### config.mk
export PLATFORM = sky130hd
export DESIGN_NAME = scba_ctrl
export DESIGN_NICKNAME = d
export VERILOG_FILES = /design/src/hdl/scba_pkg.sv /design/src/hdl/scba_ctrl.sv
export VERILOG_INCLUDE_DIRS = /design/src /design/src/hdl
export SDC_FILE = /design/constraint.sdc
export NUM_CORES = 1
export LEC_CHECK = 0
export BUFFER_PORTS_ARGS = -buffer_cell sky130_fd_sc_hd__buf_4
export CORE_AREA = 2 2 39 41
export CTS_BUF_LIST = sky130_fd_sc_hd__clkbuf_2
export DETAILED_ROUTE_END_ITERATION = 6
export DIE_AREA = 0 0 41 43
export GPL_TIMING_DRIVEN = 0
export SLEW_MARGIN = 15
export SYNTH_ARGS = -nofsm -noshare
export SYNTH_HDL_FRONTEND = slang
export SYNTH_SLANG_ARGS = --single-unit
### constraint.sdc
create_clock -name clock -period 1.9 [get_ports clock]
set_input_delay 0.095 -clock clock [delete_from_list [all_inputs] [get_ports clock]]
set_output_delay 0.095 -clock clock [all_outputs]
set_load 0.03 [all_outputs]
### src/hdl/assert_macros.svh
// ----------------------------------------------------------------------------
// Assertion macros
// Shared concurrent assertion helpers for the size-class allocator RTL.
// ----------------------------------------------------------------------------
`ifndef ASSERT_MACROS_SVH
`define ASSERT_MACROS_SVH
`ifndef ASSERT_OFF
// Condition must hold at every clock edge outside reset.
`define ASSERT_ALWAYS(label, clk, rst, cond) \
   label: assert property (@(posedge clk) disable iff (rst) 1'b1 |-> (cond)) \
      else $error("assertion failed");
// Consequent must hold in the same cycle as the antecedent.
`define ASSERT_IMPLY(label, clk, rst, ante, cons) \
   label: assert property (@(posedge clk) disable iff (rst) (ante) |-> (cons)) \
      else $error("assertion failed");
// Consequent must hold in the cycle after the antecedent.
`define ASSERT_NEXT(label, clk, rst, ante, cons) \
   label: assert property (@(posedge clk) disable iff (rst) (ante) |=> (cons)) \
      else $error("assertion failed");
`else
`define ASSERT_ALWAYS(label, clk, rst, cond)
`define ASSERT_IMPLY(label, clk, rst, ante, cons)
`define ASSERT_NEXT(label, clk, rst, ante, cons)
`endif
`endif

### src/hdl/scba_pkg.sv
// ----------------------------------------------------------------------------
// scba_pkg
// Types and fixed constants shared by the size-class allocator modules.
// ----------------------------------------------------------------------------
package scba_pkg;

   // Fixed field widths.
   localparam int ADDR_W   = 24;
   localparam int SIZE_W   = 24;
   localparam int STATUS_W = 3;
   localparam int CLASS_W  = 4;

   // Size classes run from 2^MIN_POW up to 2^(LIMIT_POW-1) bytes.
   localparam int MIN_POW   = 6;
   localparam int LIMIT_POW = 20;
   localparam int NUM_STEPS = LIMIT_POW - MIN_POW - 1;
   localparam logic [SIZE_W-1:0] MIN_BLOCK = SIZE_W'(1) << MIN_POW;
   localparam logic [SIZE_W-1:0] MAX_BLOCK = SIZE_W'(1) << (LIMIT_POW - 1);

   // Result status codes.
   typedef enum logic [STATUS_W-1:0] {
      STATUS_OK      = 3'd0,
      STATUS_ZERO    = 3'd1,
      STATUS_LARGE   = 3'd2,
      STATUS_FULL    = 3'd3,
      STATUS_IGNORED = 3'd4
   } status_type;

   // Source of the returned user address.
   typedef enum logic [1:0] {
      ADDR_NONE,
      ADDR_HIT,
      ADDR_BUMP
   } addr_sel_type;

   // Commands from the controller to the datapath.
   typedef struct packed {
      logic         latch;
      logic         scan;
      logic         wr_hit;
      logic         append;
      logic         respond;
      status_type   rsp_status;
      addr_sel_type addr_sel;
   } ctrl_cmd_type;

   // Status from the datapath to the controller.
   typedef struct packed {
      logic kind;
      logic zero_size;
      logic too_large;
      logic low_addr;
      logic scan_hit;
      logic scan_end;
      logic found;
      logic hit_free;
      logic fits;
   } ctrl_stat_type;

endpackage

### src/hdl/scba_ctrl.sv
// ----------------------------------------------------------------------------
// scba_ctrl
// Request sequencer: accepts a beat, runs the table scan, issues the update
// and the response.
// ----------------------------------------------------------------------------
`include "assert_macros.svh"

module scba_ctrl (
   input  logic                    clock,
   input  logic                    reset,
   input  logic                    start,
   output logic                    busy,
   output logic                    rsp_strobe,
   output scba_pkg::ctrl_cmd_type  cmd,
   input  scba_pkg::ctrl_stat_type stat
);

   import scba_pkg::*;

   typedef enum logic [1:0] {
      ST_IDLE,
      ST_DECODE,
      ST_SCAN,
      ST_FINISH
   } state_type;

   state_type state_ff, state_in;
   logic      busy_ff, busy_in;
   logic      rsp_strobe_ff, rsp_strobe_in;

   // Next state and datapath commands.
   always_comb begin
      state_in       = state_ff;
      busy_in        = busy_ff;
      rsp_strobe_in  = 1'b0;
      cmd            = '0;
      cmd.rsp_status = STATUS_OK;
      cmd.addr_sel   = ADDR_NONE;
      case (state_ff)
         ST_IDLE: begin
            if (start) begin
               cmd.latch = 1'b1;
               busy_in   = 1'b1;
               state_in  = ST_DECODE;
            end
         end
         ST_DECODE: begin
            // Early rejects skip the table scan.
            if (!stat.kind && stat.zero_size) begin
               cmd.respond    = 1'b1;
               cmd.rsp_status = STATUS_ZERO;
            end else if (!stat.kind && stat.too_large) begin
               cmd.respond    = 1'b1;
               cmd.rsp_status = STATUS_LARGE;
            end else if (stat.kind && stat.low_addr) begin
               cmd.respond    = 1'b1;
               cmd.rsp_status = STATUS_IGNORED;
            end else begin
               state_in = ST_SCAN;
            end
            if (cmd.respond) begin
               rsp_strobe_in = 1'b1;
               busy_in       = 1'b0;
               state_in      = ST_IDLE;
            end
         end
         ST_SCAN: begin
            cmd.scan = 1'b1;
            if (stat.scan_hit || stat.scan_end) begin
               state_in = ST_FINISH;
            end
         end
         ST_FINISH: begin
            cmd.respond   = 1'b1;
            rsp_strobe_in = 1'b1;
            busy_in       = 1'b0;
            state_in      = ST_IDLE;
            if (!stat.kind) begin
               // Allocate: reuse a free chunk, else carve a new one, else report full.
               if (stat.found) begin
                  cmd.wr_hit   = 1'b1;
                  cmd.addr_sel = ADDR_HIT;
               end else if (stat.fits) begin
                  cmd.append   = 1'b1;
                  cmd.addr_sel = ADDR_BUMP;
               end else begin
                  cmd.rsp_status = STATUS_FULL;
               end
            end else begin
               // Free: mark the found chunk free; a missing or already free chunk is ignored.
               if (stat.found && !stat.hit_free) begin
                  cmd.wr_hit = 1'b1;
               end else begin
                  cmd.rsp_status = STATUS_IGNORED;
               end
            end
         end
         default: begin
            state_in = ST_IDLE;
            busy_in  = 1'b0;
         end
      endcase
   end

   // State and registered outputs.
   always_ff @(posedge clock) begin
      if (reset) begin
         state_ff      <= ST_IDLE;
         busy_ff       <= 1'b0;
         rsp_strobe_ff <= 1'b0;
      end else begin
         state_ff      <= state_in;
         busy_ff       <= busy_in;
         rsp_strobe_ff <= rsp_strobe_in;
      end
   end

   assign busy       = busy_ff;
   assign rsp_strobe = rsp_strobe_ff;

   // An accepted beat makes the block busy with no result pending.
   `ASSERT_NEXT(a_accept_busy, clock, reset, start && !busy_ff, busy_ff && !rsp_strobe_ff)
   // Each item gives a single one-cycle result.
   `ASSERT_NEXT(a_strobe_single, clock, reset, rsp_strobe_ff, !rsp_strobe_ff)
   // A result is shown only once the block is ready again.
   `ASSERT_IMPLY(a_strobe_idle, clock, reset, rsp_strobe_ff, !busy_ff && state_ff == ST_IDLE)

endmodule

# After elaboration in Yosys (flattened, before gate mapping)
# Cells that the tools add are included.
[totals]
reg_bits = 4
inputBits = 12
elab_cells = 58
[classes]
n_eq_ne = 9
mux = 35
n_reduce_logical = 11
[ops]
columns = ["operator", "n"]
rows = [
  ["$mux W2", 13],
  ["$mux W4", 4],
  ["$mux W1", 12],
  ["$ne A3 B3 Y1 const B", 3],
  ["$pmux W2 S4", 1],
  ["$pmux W4 S2", 1],
  ["$mux W3", 2],
  ["$ne A2 B2 Y1 const B", 3],
  ["$reduce_and A5 Y1", 1],
  ["$eq A2 B2 Y1 const B", 2],
  ["$logic_and A1 B1 Y1", 4],
  ["$pmux W1 S3", 1],
  ["$reduce_and A3 Y1", 1],
  ["$reduce_bool A3 Y1", 1],
  ["$eq A2 B1 Y1 const B", 1],
  ["$logic_not A1 Y1", 2],
  ["$logic_not A2 Y1", 1],
  ["$pmux W1 S2", 1],
  ["$logic_or A1 B1 Y1", 1],
]

# Depth between registers and ports, before layout
[logic_depth]
depth_word = 7
ltp_mapped = 4

# Least setup slack after synthesis
# Ideal clock, no wire load.
[synth_path]
path_kind = "flip-flop to output port"
from = "register (tool-made name)"
to = "output cmd[6] in the netlist's numbering"
arrival_time_ps = 1311
path_slack_ps = 494
path_stages_with_launch = 5
cell_sequence = "dfxtp_1 buf_2 nand3b_1 nor2_1 buf_4"
[synth_rtl]
columns = ["item", "line", "text"]
rows = [
  ["to (decl)", "scba_ctrl.sv:14", "output scba_pkg::ctrl_cmd_type cmd,"],
]

==> load_flow_metrics.sql <==
INSERT INTO impl_metrics (metric_group, metric, value, unit) VALUES
('outcome', 'outcome', 'finished clean', ''),
('routing', 'routed_wire_length_per_instance', '9.82', 'um'),
('timing', 'worstMarginPinSlew', '0.293', 'ns'),
('placement', 'gp_congestion', '0.667', ''),
('global_routing', 'overflow', '0', ''),
('timing', 'finalSetupTns', '0', 'ns'),
('setup_path', 'cp_cell_sequence', 'or3b_1 > a21oi_1 > buf_4', ''),
('clock_network', 'cts_max_level', '1', ''),
('setup_path', 'critical_path_required_time', '1.80', 'ns'),
('placement', 'numPortBuffers', '23', ''),
('clock_network', 'tritoncts_clock_tree', 'built', ''),
('clock_network', 'clock-sinks', '4', ''),
('clock_network', 'clock_path_buffers', '2', ''),
('clock_network', 'clock-root-buffer', 'clkbuf_2', ''),
('routing', 'drc', '0', ''),
('pwr', 'peak_supply_drop', '0.234', 'mV'),
('synth', 'synth_area_leaders', 'dfxtp_1 25%, nor2_1 7.0%, a21oi_1 6.3%', ''),
('synth', 'most_used_standard_cell_by_instance_count_after_synthesis', 'nor2_1', ''),
('synth', 'seq_area_frac_synth', '25.0', '%'),
('finish', 'antennaDiodeCount', '0', ''),
('worst_hold_path', 'holdPathEnd', 'rsp_strobe$_SDFF_PP0_', ''),
('synth', 'synthDominantAreaCellType', 'dfxtp_1', ''),
('finish', 'drive_gt1_share', '47.8', '%'),
('timing', 'period_share', '72.2', '%'),
('timing', 'fmax', '729', 'MHz'),
('die', 'core.rowCount', '14', ''),
('timing', 'timing.clock.skew', '0.00215', 'ns'),
('synth', 'synthesis.instances', '43', ''),
('placement', 'dp.cells', '82', ''),
('setup_path', 'crit_path_start_kind', 'register', ''),
('die', 'fp.dieH', '43', 'um'),
('routing', 'vias', '375', ''),
('die', 'die_area', '1760', 'sq um'),
('setup_path', 'worst-endpoint-arrival', '1.28', 'ns'),
('routing', 'drt_iter0_drc', '10', ''),
('placement', 'dp_worst_setup_slack', '0.667', 'ns'),
('routing', 'routed_wl', '835', 'um'),
('routing', 'detail_route.vias_per_cell', '4.41', ''),
('worst_hold_path', 'hold_path_startpoint', 'reset', ''),
('setup_path', 'worst_setup_path_end_kind', 'output pin', ''),
('synth', 'synth_edf_count', '0', ''),
('setup_path', 'worstPathMaxFanout', '4', ''),
('global_routing', 'grt_pass1_wl', '1110', 'um'),
('routing', 'first_pass_iters', '4', ''),
('timing', 'setup_repair_after_global_routing_missed_its_margin', 'false', ''),
('synth', 'synth_cell_types', '25', ''),
('finish', 'nets', '83', ''),
('routing', 'number_of_nets_with_antenna_violations_after_detailed_routing', '0', ''),
('synth', 'synth_warnings', '0', ''),
('global_routing', 'grt_usage', '9.33', '%'),
('clock_network', 'clk_transition_reported_paths', '0.04', 'ns'),
('synth', 'ys.flop_type', 'dfxtp_1', ''),
('global_routing', 'grt_antenna_before_repair', '0', ''),
('global_routing', 'number_of_global_route_vias_before_repair', '292', ''),
('timing', 'count_of_final_max_slew_check_failures', '0', ''),
('synth', 'yosysTopAreaCellShare', '25.0', '%'),
('synth', 'postSynthNetCount', '55', ''),
('finish', 'fill_cell_total_of_the_finished_layout', '148', ''),
('setup_path', 'worst_setup_path_type', 'reg -> out', ''),
('clock_network', 'clock_buffers_created_by_tritoncts', '3', ''),
('timing', 'finalHoldViolCount', '0', ''),
('synth', 'synth_top_cells_by_count', '6 x nor2_1, 4 x a21oi_1, 4 x dfxtp_1, 3 x nand2_1, 3 x nor2b_1', ''),
('setup_path', 'critical-path-top-delay-family', 'simple AND/OR/NAND/NOR gates', ''),
('clock_network', 'cts_resized', '0', ''),
('pwr', 'power.leakage', '0.256', 'nW'),
('finish', 'area_growth_syn_to_fin', '64.8', '%'),
('timing', 'finalSetupViolations', '0', ''),
('timing', 'layout_setup_ws', '0.529', 'ns'),
('pwr', 'post-layout-total-power', '0.261', 'mW'),
('die', 'num_io_pins', '24', ''),
('global_routing', 'grt_max_degree', '11', '');
kinds of logic (layout without fill, tap and decap cells):
| group | Yosys count | in the layout | synth area share [%] |
|---|---|---|---|
| AOI/OAI and AO/OA | 11 | 11 | 25.0 |
| DFF | 4 | 4 | 25.0 |
| and+or+nand+nor | 22 | 22 | 39.8 |
| buffers and inverters | 6 | 32 | 10.2 |
final cells by class:
cell class	count	area, sq um	share of cell area [%]
Buffer	4	25.0	4.74
Tap cell	16	20.0	3.79
Sequential cell	4	80.1	15.2
Inverter	2	7.51	1.42
Clock buffer	3	15.0	2.84
Multi-Input combinational cell	33	208	39.3
Timing Repair Buffer	23	173	32.7
where the power goes:
group / internal [mW] / switching, mW / total, mW
clock: 0.0424 / 0.0304 / 0.0728
sequential: 0.0901 / 0.00294 / 0.0930
combinational: 0.0458 / 0.0496 / 0.0954
total: 0.178 / 0.0829 / 0.261
stage by stage:
step | instance area, sq um | util, %
final | 528 | 38.2
after global routing | 528 | 38.2
after CTS | 528 | 38.2
after detailed placement | 513 | 37.1
after global placement | 513 | 37.1
after floorplan | 320 | -
worst reg2reg max path, cell delays in order, from the launching register on:
cell     delay, ns
dfxtp_1       0.35
buf_2         0.24
a21oi_4       0.06
a22o_1        0.20
per-layer routing:
| metal | vias up | GRT usage [%] | wire length (um) |
|---|---|---|---|
| met5 | - | 0 | 0 |
| met1 | 155 | 12.2 | 378 |
| met3 | 0 | 3.66 | 107 |
| li1 | 200 | - | - |
| met2 | 20 | 12.2 | 349 |
| met4 | 0 | 6.00 | 0 |
cell usage in the layout (no fill, tap or decap), drive strengths merged:
| cell type | n |
|---|---|
| a2111oi | 1 |
| a21boi | 1 |
| a21oi | 5 |
| a22o | 1 |
| buf | 26 |
| clkbuf | 4 |
| dfxtp | 4 |
| inv | 2 |
| nand2 | 3 |
| nand2b | 2 |
| nand3 | 1 |
| nand3b | 1 |
| nor2 | 6 |
| nor2b | 3 |
| nor3 | 1 |
| nor3b | 1 |
| o21a | 1 |
| o21ai | 1 |
| o22ai | 1 |
| or2b | 2 |
| or3 | 1 |
| or3b | 1 |
worst max-delay path by stage:
stage | startpoint | slack, ns | cells after the start | end
after floorplan | register | 0.49 | 4 | cmd[6]
after global placement | stat[7] | 0.67 | 6 | cmd[5]
after detailed placement | stat[7] | 0.67 | 6 | cmd[5]
after CTS | register | 0.50 | 5 | cmd[6]
after global routing | register | 0.41 | 5 | cmd[6]
final | register | 0.53 | 3 | cmd[3]
Note: power is estimated with default switching activity, not from simulation.
